`src/mbtcp_pkg.sv`:
```
// shared constants, result type and codes for the modbus tcp response checker
// no dependencies; imported by every module of the block
package mbtcp_pkg;

    localparam int unsigned MAX_WORDS    = 125;
    localparam int unsigned POS_W        = 17;
    localparam int unsigned HEADER_BYTES = 6;
    localparam int unsigned MIN_FRAME    = 9;
    localparam int unsigned RQ_DEPTH     = 4;
    localparam int unsigned RQ_AW        = $clog2(RQ_DEPTH);
    localparam int unsigned RQ_CW        = $clog2(RQ_DEPTH + 1);

    localparam logic [POS_W-1:0] POS_MAX = {POS_W{1'b1}};

    localparam logic [7:0] FC_READ     = 8'h03;
    localparam logic [7:0] FC_EXC_FLAG = 8'h80;

    localparam logic [1:0] ST_OK      = 2'd0;
    localparam logic [1:0] ST_BAD_ARG = 2'd1;
    localparam logic [1:0] ST_FRAME   = 2'd2;
    localparam logic [1:0] ST_EXC     = 2'd3;

    localparam logic KIND_WORD   = 1'b0;
    localparam logic KIND_STATUS = 1'b1;

    localparam logic [1:0] REG_TRANS = 2'd0;
    localparam logic [1:0] REG_UNIT  = 2'd1;
    localparam logic [1:0] REG_WORDS = 2'd2;

    typedef struct packed {
        logic [15:0] exp_trans;
        logic [7:0]  exp_unit;
        logic [7:0]  exp_words;
    } t_cfg;

    typedef struct packed {
        logic        kind;
        logic [6:0]  index;
        logic [15:0] value;
        logic [1:0]  status;
        logic [7:0]  code;
        logic        last;
    } t_result;

endpackage

```
`src/mbtcp_frame.sv`:
```
// per-frame parser: captures the mbap header, emits register words and the final status
// depends on mbtcp_pkg
module mbtcp_frame import mbtcp_pkg::*; (
    input  logic       i_clk,
    input  logic       i_rst_n,
    input  t_cfg       i_cfg,
    input  logic       i_accept,
    input  logic [7:0] i_rx_byte,
    input  logic       i_frame_end,
    output logic       o_word_vld,
    output t_result    o_word,
    output logic       o_stat_vld,
    output t_result    o_stat
);

    logic [POS_W-1:0] r_pos,   n_pos;
    logic [15:0]      r_trans, n_trans;
    logic [15:0]      r_proto, n_proto;
    logic [15:0]      r_len,   n_len;
    logic [7:0]       r_unit,  n_unit;
    logic [7:0]       r_fc,    n_fc;
    logic [7:0]       r_bc,    n_bc;
    logic [7:0]       r_pend,  n_pend;

    logic [POS_W-1:0] c_len;
    logic [POS_W-1:0] off;
    logic [15:0]      widx;
    logic             in_payload;
    logic [1:0]       st;
    logic [7:0]       code;

    assign off  = r_pos - POS_W'(MIN_FRAME);
    assign widx = off[POS_W-1:1];
    assign c_len = (r_pos < POS_MAX) ? r_pos + POS_W'(1) : r_pos;

    // header capture and word emission
    always_comb begin
        n_trans    = r_trans;
        n_proto    = r_proto;
        n_len      = r_len;
        n_unit     = r_unit;
        n_fc       = r_fc;
        n_bc       = r_bc;
        n_pend     = r_pend;
        in_payload = 1'b0;
        case (r_pos)
            POS_W'(0), POS_W'(1): n_trans = {r_trans[7:0], i_rx_byte};
            POS_W'(2), POS_W'(3): n_proto = {r_proto[7:0], i_rx_byte};
            POS_W'(4), POS_W'(5): n_len   = {r_len[7:0], i_rx_byte};
            POS_W'(6):            n_unit  = i_rx_byte;
            POS_W'(7):            n_fc    = i_rx_byte;
            POS_W'(8):            n_bc    = i_rx_byte;
            default: begin
                if (r_pos < POS_MAX) begin
                    in_payload = 1'b1;
                    if (!off[0]) begin
                        n_pend = i_rx_byte;
                    end
                end
            end
        endcase
    end

    assign o_word_vld = i_accept && in_payload && off[0]
                        && (widx < {8'd0, i_cfg.exp_words})
                        && (widx < 16'(MAX_WORDS));
    assign o_word = '{kind: KIND_WORD, index: widx[6:0], value: {r_pend, i_rx_byte},
                      status: ST_OK, code: 8'd0, last: 1'b0};

    // frame verdict, checks in priority order
    always_comb begin
        code = 8'd0;
        if (i_cfg.exp_words == 8'd0 || i_cfg.exp_words > 8'(MAX_WORDS)) begin
            st = ST_BAD_ARG;
        end else if (c_len < POS_W'(MIN_FRAME)) begin
            st = ST_FRAME;
        end else if (n_proto != 16'd0) begin
            st = ST_FRAME;
        end else if ({1'b0, n_len} + POS_W'(HEADER_BYTES) != c_len) begin
            st = ST_FRAME;
        end else if (n_trans != i_cfg.exp_trans) begin
            st = ST_FRAME;
        end else if (n_unit != i_cfg.exp_unit) begin
            st = ST_FRAME;
        end else if (n_fc == (FC_READ | FC_EXC_FLAG)) begin
            st   = ST_EXC;
            code = n_bc;
        end else if (n_fc != FC_READ) begin
            st = ST_FRAME;
        end else if (n_bc != {i_cfg.exp_words[6:0], 1'b0}) begin
            st = ST_FRAME;
        end else if (c_len < POS_W'(MIN_FRAME) + {{(POS_W-8){1'b0}}, n_bc}) begin
            st = ST_FRAME;
        end else begin
            st = ST_OK;
        end
    end

    assign o_stat_vld = i_accept && i_frame_end;
    assign o_stat = '{kind: KIND_STATUS, index: 7'd0, value: 16'd0,
                      status: st, code: code, last: 1'b1};

    assign n_pos = i_frame_end ? '0 : c_len;

    always_ff @(posedge i_clk) begin
        if (!i_rst_n) begin
            r_pos   <= '0;
            r_trans <= '0;
            r_proto <= '0;
            r_len   <= '0;
            r_unit  <= '0;
            r_fc    <= '0;
            r_bc    <= '0;
            r_pend  <= '0;
        end else if (i_accept) begin
            r_pos <= n_pos;
            if (i_frame_end) begin
                r_trans <= '0;
                r_proto <= '0;
                r_len   <= '0;
                r_unit  <= '0;
                r_fc    <= '0;
                r_bc    <= '0;
                r_pend  <= '0;
            end else begin
                r_trans <= n_trans;
                r_proto <= n_proto;
                r_len   <= n_len;
                r_unit  <= n_unit;
                r_fc    <= n_fc;
                r_bc    <= n_bc;
                r_pend  <= n_pend;
            end
        end
    end

endmodule

```
`src/mbtcp_rq.sv`:
```
// result queue: takes up to two results per cycle, hands out one per beat
// depends on mbtcp_pkg
module mbtcp_rq import mbtcp_pkg::*; (
    input  logic    i_clk,
    input  logic    i_rst_n,
    input  logic    i_push0,
    input  t_result i_data0,
    input  logic    i_push1,
    input  t_result i_data1,
    input  logic    i_pop,
    output logic    o_valid,
    output t_result o_head,
    output logic    o_full2
);

    t_result          r_mem [RQ_DEPTH];
    logic [RQ_AW-1:0] r_wr, n_wr;
    logic [RQ_AW-1:0] r_rd;
    logic [RQ_CW-1:0] r_cnt;
    logic [RQ_CW-1:0] n_push;
    logic             do_pop;

    assign o_valid = (r_cnt != '0);
    assign o_head  = r_mem[r_rd];
    // stall input unless room for two more
    assign o_full2 = (r_cnt > RQ_CW'(RQ_DEPTH - 2));
    assign do_pop  = i_pop && o_valid;
    assign n_push  = RQ_CW'(i_push0) + RQ_CW'(i_push1);
    assign n_wr    = r_wr + RQ_AW'(1);

    always_ff @(posedge i_clk) begin
        if (i_push0) begin
            r_mem[r_wr] <= i_data0;
            if (i_push1) begin
                r_mem[n_wr] <= i_data1;
            end
        end else if (i_push1) begin
            r_mem[r_wr] <= i_data1;
        end
    end

    always_ff @(posedge i_clk) begin
        if (!i_rst_n) begin
            r_wr  <= '0;
            r_rd  <= '0;
            r_cnt <= '0;
        end else begin
            r_wr  <= r_wr + n_push[RQ_AW-1:0];
            r_cnt <= r_cnt + n_push - RQ_CW'(do_pop);
            if (do_pop) begin
                r_rd <= r_rd + RQ_AW'(1);
            end
        end
    end

endmodule

```
`src/modbus_tcp_read_response_check.sv`:
```
// Modbus TCP read-holding-registers response checker. One response byte is taken per
// cycle, back to back, while o_stall is low, with i_frame_end on the last byte. Results
// come out one per beat, at the earliest in the cycle after the byte that causes them: a
// register word when its low byte arrives, and one status beat (o_last high) on the frame's
// last byte, which comes right after a word from that same byte in the four-entry result
// queue; o_stall rises while it holds more than two, which only happens when the consumer
// stalls, so the sustained rate is one byte per cycle. Words are tentative: drop them
// unless the status is ok. Write the expected ids and word count over the apb port only
// while no frame is in flight.
// depends on mbtcp_pkg, mbtcp_frame, mbtcp_rq
module modbus_tcp_read_response_check import mbtcp_pkg::*; (
    input  logic        i_clk,
    input  logic        i_rst_n,
    input  logic        psel,
    input  logic        penable,
    input  logic        pwrite,
    input  logic [3:0]  paddr,
    input  logic [31:0] pwdata,
    output logic [31:0] prdata,
    output logic        pready,
    input  logic        i_valid,
    output logic        o_stall,
    input  logic [7:0]  i_rx_byte,
    input  logic        i_frame_end,
    output logic        o_valid,
    input  logic        i_stall,
    output logic        o_out_kind,
    output logic [6:0]  o_word_index,
    output logic [15:0] o_word_value,
    output logic [1:0]  o_frame_status,
    output logic [7:0]  o_exception_code,
    output logic        o_last
);

    t_cfg    r_cfg;
    logic    wr_en;
    logic    accept;
    logic    word_vld;
    logic    stat_vld;
    t_result word_res;
    t_result stat_res;
    t_result head;
    logic    full2;

    assign pready = 1'b1;
    assign wr_en  = psel && penable && pwrite;

    always_ff @(posedge i_clk) begin
        if (!i_rst_n) begin
            r_cfg.exp_trans <= 16'd0;
            r_cfg.exp_unit  <= 8'd0;
            r_cfg.exp_words <= 8'd1;
        end else if (wr_en) begin
            case (paddr[3:2])
                REG_TRANS: r_cfg.exp_trans <= pwdata[15:0];
                REG_UNIT:  r_cfg.exp_unit  <= pwdata[7:0];
                REG_WORDS: r_cfg.exp_words <= pwdata[7:0];
                default:   ;
            endcase
        end
    end

    always_comb begin
        case (paddr[3:2])
            REG_TRANS: prdata = {16'd0, r_cfg.exp_trans};
            REG_UNIT:  prdata = {24'd0, r_cfg.exp_unit};
            REG_WORDS: prdata = {24'd0, r_cfg.exp_words};
            default:   prdata = 32'd0;
        endcase
    end

    assign o_stall = full2;
    assign accept  = i_valid && !full2;

    mbtcp_frame u_frame (
        .i_clk       (i_clk),
        .i_rst_n     (i_rst_n),
        .i_cfg       (r_cfg),
        .i_accept    (accept),
        .i_rx_byte   (i_rx_byte),
        .i_frame_end (i_frame_end),
        .o_word_vld  (word_vld),
        .o_word      (word_res),
        .o_stat_vld  (stat_vld),
        .o_stat      (stat_res)
    );

    mbtcp_rq u_rq (
        .i_clk   (i_clk),
        .i_rst_n (i_rst_n),
        .i_push0 (word_vld),
        .i_data0 (word_res),
        .i_push1 (stat_vld),
        .i_data1 (stat_res),
        .i_pop   (!i_stall),
        .o_valid (o_valid),
        .o_head  (head),
        .o_full2 (full2)
    );

    assign o_out_kind       = head.kind;
    assign o_word_index     = head.index;
    assign o_word_value     = head.value;
    assign o_frame_status   = head.status;
    assign o_exception_code = head.code;
    assign o_last           = head.last;

endmodule

```
`config.mk`:
```
export PLATFORM = sky130hd
export DESIGN_NAME = modbus_tcp_read_response_check
export DESIGN_NICKNAME = d
export VERILOG_FILES = /design/src/mbtcp_pkg.sv /design/src/mbtcp_frame.sv /design/src/mbtcp_rq.sv /design/src/modbus_tcp_read_response_check.sv
export SDC_FILE = /design/constraint.sdc
export NUM_CORES = 1
export LEC_CHECK = 0
export BUFFER_PORTS_ARGS = -buffer_cell sky130_fd_sc_hd__buf_2
export CAP_MARGIN = 20
export CORE_ASPECT_RATIO = 0.8
export CORE_MARGIN = 4
export CORE_UTILIZATION = 50
export CTS_BUF_LIST = sky130_fd_sc_hd__clkbuf_16
export DETAILED_ROUTE_END_ITERATION = 12
export HOLD_SLACK_MARGIN = 0.1
export PLACE_DENSITY = 0.71
export RECOVER_POWER = 25
export SLEW_MARGIN = 20
export SYNTH_ARGS = -nofsm -noshare
export SYNTH_HDL_FRONTEND = slang
export SYNTH_SLANG_ARGS = --single-unit
```
`constraint.sdc`:
```
create_clock -name i_clk -period 4.2 [get_ports i_clk]
set_input_delay 0.84 -clock i_clk [delete_from_list [all_inputs] [get_ports i_clk]]
set_output_delay 0.84 -clock i_clk [all_outputs]
set_load 0.1 [all_outputs]
```
==> results of run 1 <==
## power by group
| part | internal, mW | switching, mW | total, mW |
|---|---|---|---|
| Combinational | 0.735 | 2.02 | 2.75 |
| Clock | 1.28 | 1.07 | 2.35 |
| Sequential | 2.93 | 0.177 | 3.11 |
| Total | 4.94 | 3.27 | 8.21 |
## worst reg2reg max path, cell delays in order (launching register included)
cell and delay (ns):
dfxtp_1 0.34, inv_1 0.13, ha_1 0.21, nor2_1 0.10, clkbuf_1 0.22, nor2_1 0.37, nand2_1 0.35, or4_4 0.66
a221o_1 0.38, or4b_4 0.51, a2111oi_2 0.25, nand4_1 0.19, buf_6 0.18, o22ai_2 0.11
## cell type report
type                    count  area share [%]
clock buffers              28           4.022
multi-input cells        1151           49.28
flip-flops and latches    274           33.80
well taps                 406           2.916
inverters                  51           1.099
repair buffers            211           7.980
diodes                      1         0.01437
clock inverters            24          0.8835
## worst paths after layout
| check | startpoint | to | slack [ns] | depth (start not counted) |
|---|---|---|---|---|
| setup / recovery | u_frame.r_pos[0] | u_rq.r_mem[3][9] | 0.05 | 13 |
| hold / removal | u_rq.r_mem[3][25] | u_rq.r_mem[3][25] | 0.48 | 1 |
| setup reg to reg | u_frame.r_pos[0] | u_rq.r_mem[3][9] | 0.05 | 13 |
| hold reg to reg | u_rq.r_mem[3][25] | u_rq.r_mem[3][25] | 0.48 | 1 |
## stage by stage
stage                     utilization, %  instance area (sq um)  instances   TNS, ns
after global routing               59.04                  17420       2145         0
after detailed placement           55.63                  16410       2089  -0.03998
after CTS                          58.57                  17280       2141         0
after global placement             55.63                  16410       2089         0
final                              59.05                  17420       2146         0
after floorplan                        -                  15120       1613         0
## layer usage
layer  part of all wire (%)  GRT usage (%)  up-vias
li1                       -              -     6050
met1                     45          39.38     6386
met2                     43          39.84      630
met3                    9.0          4.744       85
met4                    2.7          8.012        0
met5                      0              0        -
## what timing repair did
action,in CTS,in global routing
pin swaps,0,10
setup endpoints to repair,4,80
gates resized for setup,3,30
buffers inserted,0,4
## registers in the layout, indices dropped and copies added (netlist names), named ones only
register / cells
u_rq.r_mem: 136
r_cfg: 32
u_frame.r_pos: 17
u_frame.r_len: 16
u_frame.r_proto: 16
u_frame.r_trans: 16
u_frame.r_bc: 8
u_frame.r_fc: 8
u_frame.r_pend: 8
u_frame.r_unit: 8
u_rq.r_cnt: 3
u_rq.r_rd: 2
u_rq.r_wr: 2
## kinds of logic after synthesis
kind of cell,after synthesis
compound gates,353
xor+xnor,93
fa+ha+maj,30
buf+inv,188
flops,274
mux,92
other cells,2
simple gates,566
## cell usage after synthesis, types with 12 or more instances
master      n
nor2_1     68
buf_4      22
xnor2_1    60
nand4_1    22
a21boi_0   20
xor2_1     31
inv_1      51
nor4_1     41
and4_1     14
and3_1     12
dfxtp_1   234
a21oi_1    42
ha_1       29
mux4_2     34
a22o_1     88
o21ai_0    61
clkbuf_1   85
nand3_1    25
and2_1     29
buf_1      13
mux2i_1    56
nor3_1     41
nand2_1    98
buf_2      14
edfxtp_1   40
nand2b_1   18
nor2b_1   134
a22oi_1    79
==> tab_implementation.tex, run 1 <==
\begin{tabular}{lr}
\hline
Metric & Value \\
\hline
\multicolumn{2}{l}{\textbf{Outcome}} \\
Result of the run & finished, violations left \\
Failing checks & max-capacitance violations, max-slew violations \\
\multicolumn{2}{l}{\textbf{Route}} \\
First drt pass iteration count & 6 \\
DR iter-0 viols & 1412 \\
Wirelength per Cell & 21.20 um \\
Routed wire length & 45.49 mm \\
DRC violations left & 0 \\
Via density per instance & 6.128 \\
Routed Antenna Nets & 0 \\
Total vias in the final route & 13.15k \\
\multicolumn{2}{l}{\textbf{Global routing}} \\
Via count of the first global-routing pass & 12.50k \\
Pin count of the biggest net entering global routing & 75 \\
First-pass GRT wire length & 70.75 mm \\
Total global routing track utilization & 26.61\% \\
Total global routing overflow & 0 \\
Number of antenna violations at the first check in global routing & 0 \\
\multicolumn{2}{l}{\textbf{Synth}} \\
Total of flip-flops plus latches after synthesis & 274 \\
Post-synthesis compound-gate area fraction & 16.77\% \\
Post-synthesis xor/xnor area fraction & 5.553\% \\
Average instance area after synthesis & 9.419 sq um \\
Number of enable flip-flop cells after synthesis & 40 \\
Share of the yosys chip area belonging to registers & 39.10\% \\
Number of distinct standard cells referenced by the synthesized netlist & 74 \\
Library cell occupying the most area in the post-synthesis netlist & dfxtp\_1 \\
Number of instances in the synthesized netlist & 1598 \\
Fraction of the mapped netlist area in simple logic gates & 21.52\% \\
Area fraction of the dominant cell type after synthesis & 31.12\% \\
Cell types occupying the most area after synthesis & dfxtp\_1 31\%, edfxtp\_1 8.0\%, nor2b\_1 5.6\% \\
Multiplexer area fraction after synthesis & 8.961\% \\
Flip-flop cell with the highest count after synthesis & dfxtp\_1 \\
Async set-reset flop share out of synthesis & 0\% \\
Summed instance area of the synthesized netlist & 15050 sq um \\
Post-synthesis share of cell area spent on full adders, half adders and majority gates & 2.544\% \\
Synthesis Warnings & 0 \\
Dominant combinational cell family by area after synthesis & simple AND/OR/NAND/NOR gates \\
\multicolumn{2}{l}{\textbf{Power}} \\
Power after layout & 8.212 mW \\
Leakage power total & 6.487 nW \\
PwrDens & 471.4 nW/um\^{}2 \\
IR Drop Worst-Case VDD & 0.0004632 V \\
\multicolumn{2}{l}{\textbf{Setup path}} \\
Kind of capture point of the worst setup path & register \\
Total buffers and inverters traversed by the critical path & 3 \\
Cell Chain, Critical Path & inv\_1, ha\_1, nor2\_1, clkbuf\_1, nor2\_1, nand2\_1, or4\_4, a221o\_1, or4b\_4, a2111oi\_2, nand4\_1, buf\_6, o22ai\_2 \\
Delay of the slowest cell on the worst path & 0.66 ns \\
Category of the most critical setup path & register to register \\
Startpoint type of the worst setup path & register \\
Slowest cell on the critical path & or4\_4 \\
Arrival time of data at the critical path endpoint & 4.57 ns \\
Cell family with the largest share of critical-path delay & simple AND/OR/NAND/NOR gates \\
Worst EP required & 4.61 ns \\
Max FO, Critical Path & 10 \\
Cell repeated most along the worst path & nor2\_1 \\
\multicolumn{2}{l}{\textbf{Clock network}} \\
Number of clock sinks & 274 \\
Clk buf depth & 3 \\
Quantity of hold-fixing buffers added after cts & 0 \\
Htree depth & 1 \\
Clock tree root driver cell & clkbuf\_16 \\
Clock Latency Late Sink & 0.57 ns \\
CTS tree & yes \\
Clock-pin slew of the registers on the worst-case setup and hold paths & 0.07 ns \\
Number of CTS-inserted buffers & 28 \\
\multicolumn{2}{l}{\textbf{Timing}} \\
Setup Skew & 0.01689 ns \\
RSZ-0062 raised after global routing & false \\
Maximum clock frequency & 240.7 MHz \\
Minimum clock period & 4.154 ns \\
Relative slew slack & -37.04\% \\
Count of final max-slew check failures & 82 \\
Transition at the pin with the smallest max-transition slack & 2.056 ns \\
Final setup violation count & 0 \\
Final hold vios & 0 \\
Final Hold Slack & 0.4761 ns \\
Final setup slack of the worst path & 0.04619 ns \\
Final cycle utilization of the critical path & 98.90\% \\
\multicolumn{2}{l}{\textbf{Final layout}} \\
Area growth from synthesis to final layout & 15.73\% \\
Total area of multi-input combinational cells & 8584 sq um \\
Share of post-route cells with drive strength above 1 & 19.61\% \\
Most used cells in the layout excluding fill and tap cells & 232 x dfxtp\_1, 133 x nor2b\_1, 116 x buf\_4 \\
Most common cell after layout, fill and taps aside & dfxtp\_1 \\
Area of all sequential standard cells & 5888 sq um \\
Final layout net count & 1799 \\
Final-layout fill cell count & 2517 \\
\multicolumn{2}{l}{\textbf{Place}} \\
HPWL Detailed & 32.23 mm \\
Post-Place Setup Slack & -0.03998 ns \\
Weighted congestion reported at the end of routability-driven placement & 0.9566 \\
Quantity of I/O buffers inserted on ports & 86 \\
\multicolumn{2}{l}{\textbf{Run}} \\
Max Cap Viol & 2 \\
\multicolumn{2}{l}{\textbf{Floorplan}} \\
Starting utilization of the core area & 51.03\% \\
Die Footprint & 32960 sq um \\
Horiz. Die Dim & 202.0 um \\
Boundary pin count & 122 \\
Row cnt & 56 \\
Placeable core region & 29500 sq um \\
Chip Height & 163.2 um \\
\multicolumn{2}{l}{\textbf{Min path}} \\
Min-Delay Path Class & register to register \\
\hline
\end{tabular}
Note: power is estimated with default switching activity, not from simulation.
==> inputs of run 2 (changes only) <==
- BUFFER_PORTS_ARGS: -buffer_cell sky130_fd_sc_hd__buf_2 -> default
- DONT_BUFFER_PORTS: default -> 1
- PLACE_DENSITY: 0.71 -> 0.68
==> run 2 against run 1 <==
Effect of this change: the run now ends clean; sequential power hardly changed; via count is 3.1% lower; clock skew is 0.0023 ns higher; total power is 2.1% lower; sequential share of layout area is 0.75 points higher; core utilization is 1.3 points lower; critical path depth is 1 higher; global-route usage is 0.10 points lower; count of clock-buffer cells in the layout is 1 higher; non-clock buffer count is 93 lower; critical path type unchanged; critical endpoint unchanged.
==> tab_implementation.tex, run 2 (synthesis results as in run 1) <==
\begin{tabular}{lr}
\hline
Metric & Value \\
\hline
\multicolumn{2}{l}{\textbf{Route}} \\
Routed wire length & 44.97 mm (-1.1\%) \\
First drt pass iteration count & 6 (unchanged) \\
Wirelength per Cell & 21.94 um (+3.5\%) \\
Via density per instance & 6.217 (+1.4\%) \\
Routed Antenna Nets & 0 (unchanged) \\
DR iter-0 viols & 1473 (+4.3\%) \\
DRC violations left & 0 (unchanged) \\
Total vias in the final route & 12.74k (-3.1\%) \\
\multicolumn{2}{l}{\textbf{Run}} \\
Max Cap Viol & 0 (-2) \\
\multicolumn{2}{l}{\textbf{Floorplan}} \\
Starting utilization of the core area & 51.03\% (unchanged) \\
Die Footprint & 32960 sq um (unchanged) \\
Placeable core region & 29500 sq um (unchanged) \\
Chip Height & 163.2 um (unchanged) \\
Boundary pin count & 122 (unchanged) \\
Row cnt & 56 (unchanged) \\
Horiz. Die Dim & 202.0 um (unchanged) \\
\multicolumn{2}{l}{\textbf{Setup path}} \\
Delay of the slowest cell on the worst path & 0.50 ns (-0.16 ns) \\
Worst reg2reg startpoint & u\_frame.r\_pos[7] \\
Category of the most critical setup path & register to register \\
Max FO, Critical Path & 5 (-5) \\
Worst EP required & 4.60 ns (about the same) \\
Cell family with the largest share of critical-path delay & simple AND/OR/NAND/NOR gates \\
Cell repeated most along the worst path & nand4\_1 \\
Startpoint type of the worst setup path & register \\
Path length in cells of the critical path & 14 (+1) \\
Kind of capture point of the worst setup path & register \\
Total buffers and inverters traversed by the critical path & 1 (-2) \\
Slowest cell on the critical path & or4b\_4 \\
Start point of the critical path & u\_frame.r\_pos[7] \\
Arrival time of data at the critical path endpoint & 4.51 ns (-0.06 ns) \\
Cell Chain, Critical Path & nor4\_4, nand4\_1, nor2\_4, mux2i\_2, ha\_1, nand2\_1, o211ai\_1, or4\_1, a221o\_1, or4b\_4, a2111oi\_4, nand4\_1, buf\_6, o22ai\_1 \\
R2r worst-path depth & 14 (+1) \\
\multicolumn{2}{l}{\textbf{Place}} \\
Post-detailed-placement cell area & 15990 sq um (-2.5\%) \\
Weighted congestion reported at the end of routability-driven placement & 0.9880 (+3.3\%) \\
Quantity of I/O buffers inserted on ports & 0 (-100\%) \\
Post-Place Setup Slack & -0.003558 ns (+0.03642 ns) \\
HPWL Detailed & 31.37 mm (-2.7\%) \\
\multicolumn{2}{l}{\textbf{Timing}} \\
RSZ-0062 raised after global routing & true \\
Maximum clock frequency & 243.3 MHz (+1.1\%) \\
Total negative slack for setup checks & 0 ns (unchanged) \\
Final Hold Slack & 0.4180 ns (-0.05813 ns) \\
Final hold vios & 0 (unchanged) \\
Setup Skew & 0.01915 ns (+0.002254 ns) \\
Count of final max-slew check failures & 0 (-100\%) \\
Relative slew slack & 24.31\% (+61 points) \\
Transition at the pin with the smallest max-transition slack & 1.135 ns (-0.9204 ns) \\
Minimum clock period & 4.110 ns (-0.04348 ns) \\
Final setup slack of the worst path & 0.08967 ns (+0.04348 ns) \\
Final cycle utilization of the critical path & 97.87\% (-1.0 points) \\
Final setup violation count & 0 (unchanged) \\
\multicolumn{2}{l}{\textbf{Power}} \\
IR Drop Worst-Case VDD & 0.0002545 V (-45\%) \\
Net Sw Power & 3.170 mW (-3.0\%) \\
Share of total power in combinational logic & 31.7\% (-1.8 points) \\
Clock group share of total power & 29.3\% (+0.7 points) \\
Leakage power total & 6.102 nW (-5.9\%) \\
Sequential fraction of design power & 39.0\% (+1.2 points) \\
Power after layout & 8.040 mW (-2.1\%) \\
PwrDens & 471.6 nW/um\^{}2 (about the same) \\
Pint & 4.870 mW (-1.5\%) \\
Switching share of power & 39.43\% (-0.36 points) \\
\multicolumn{2}{l}{\textbf{Clock network}} \\
Clock Latency Late Sink & 0.56 ns (about the same) \\
Number of clock sinks & 274 (unchanged) \\
Clock tree root driver cell & clkbuf\_16 \\
Quantity of hold-fixing buffers added after cts & 0 (unchanged) \\
CTS tree & yes \\
Clk buf depth & 3 (unchanged) \\
Clock-pin slew of the registers on the worst-case setup and hold paths & 0.07 ns (about the same) \\
Number of CTS-inserted buffers & 28 (unchanged) \\
Htree depth & 1 (unchanged) \\
\multicolumn{2}{l}{\textbf{Final layout}} \\
Final-layout fill cell count & 2515 (-0.079\%) \\
Most common cell after layout, fill and taps aside & dfxtp\_1 \\
Inserted Diodes & 0 (-1) \\
Register ranked first by flip-flop count & u\_rq.r\_mem \\
Most used cells in the layout excluding fill and tap cells & 230 x dfxtp\_1, 132 x nor2b\_1, 108 x buf\_4 \\
Number of flip-flops under the largest register name & 136 (unchanged) \\
Area growth from synthesis to final layout & 13.27\% \\
Final layout net count & 1706 (-5.2\%) \\
Biggest regs & u\_rq.r\_mem: 136 flops, r\_cfg: 32 flops, u\_frame.r\_pos: 17 flops \\
Area of all placed cells without fillers & 17050 sq um (-2.1\%) \\
Share of post-route cells with drive strength above 1 & 15.75\% (-3.9 points) \\
\multicolumn{2}{l}{\textbf{Global routing}} \\
Pin count of the biggest net entering global routing & 138 (+84\%) \\
Number of antenna violations at the first check in global routing & 0 (unchanged) \\
Via count of the first global-routing pass & 12.18k (-2.6\%) \\
Total global routing track utilization & 26.51\% (-0.10 points) \\
First-pass GRT wire length & 70.18 mm (-0.81\%) \\
Total global routing overflow & 0 (unchanged) \\
\multicolumn{2}{l}{\textbf{Min path}} \\
Worst hold path cell count & 1 (unchanged) \\
Min-Delay Path Class & input pin to register \\
Start point of the worst hold path & i\_rst\_n \\
\multicolumn{2}{l}{\textbf{Outcome}} \\
Result of the run & finished, final reports clean \\
\hline
\end{tabular}
==> run 2: what timing repair did <==
action,in CTS,in global routing
setup endpoints to repair,6,164
gates resized for setup,2,32
pin swaps,1,12
endpoints found under the hold margin,0,0
setup buffers,1,4
==> run 2: final timing paths <==
kind | end | slack, ns
worst max register to register | u_rq.r_mem[3][9] | 0.09
worst max-delay path | u_rq.r_mem[3][9] | 0.09
worst min-delay path | u_frame.r_len[4] | 0.42
worst min register to register | u_rq.r_mem[1][23] | 0.48
==> run 2: power by group through the flow <==
stage	registers (mW)	clock network [mW]	logic, mW
6_report	3.13	2.36	2.55
5_1_grt	3.16	2.50	2.65
4_1_cts	3.13	2.39	2.54
3_5_place_dp	3.18	0	2.53
3_3_place_gp	3.17	0	2.50
2_1_floorplan	3.08	0	2.28
==> run 2: per-layer routing <==
metal  track usage (%)  share of wire [%]  vias to the layer above
met5                 0                  0                        -
li1                  -                  -                     5863
met3             6.530                 10                      100
met4             8.230                3.4                        0
met1             37.69                 43                     6172
met2             40.05                 43                      609
==> run 2: area by class of cell <==
type	count	area [sq um]	share of cell area [%]
inverter	51	191.4	1.123
clock buffer	29	725.7	4.257
tap	406	508.0	2.980
sequential	274	5891	34.55
clock inverter	21	131.4	0.7706
timing repair buffer	118	967.2	5.673
multi-input combinational	1151	8635	50.65
==> run 2: through the flow <==
step	cells	util, %
after global placement	1995	54.21
after CTS	2046	57.16
after detailed placement	1995	54.21
after floorplan	1613	-
after global routing	2050	57.80
final	2050	57.80
==> run 2: worst register-to-register path: stages, from the launching register on <==
cell,delay [ns]
dfxtp_2,0.34
nor4_4,0.40
nand4_1,0.23
nor2_4,0.16
mux2i_2,0.24
ha_1,0.29
nand2_1,0.08
o211ai_1,0.16
or4_1,0.45
a221o_1,0.33
or4b_4,0.50
a2111oi_4,0.33
nand4_1,0.15
buf_6,0.17
o22ai_1,0.12
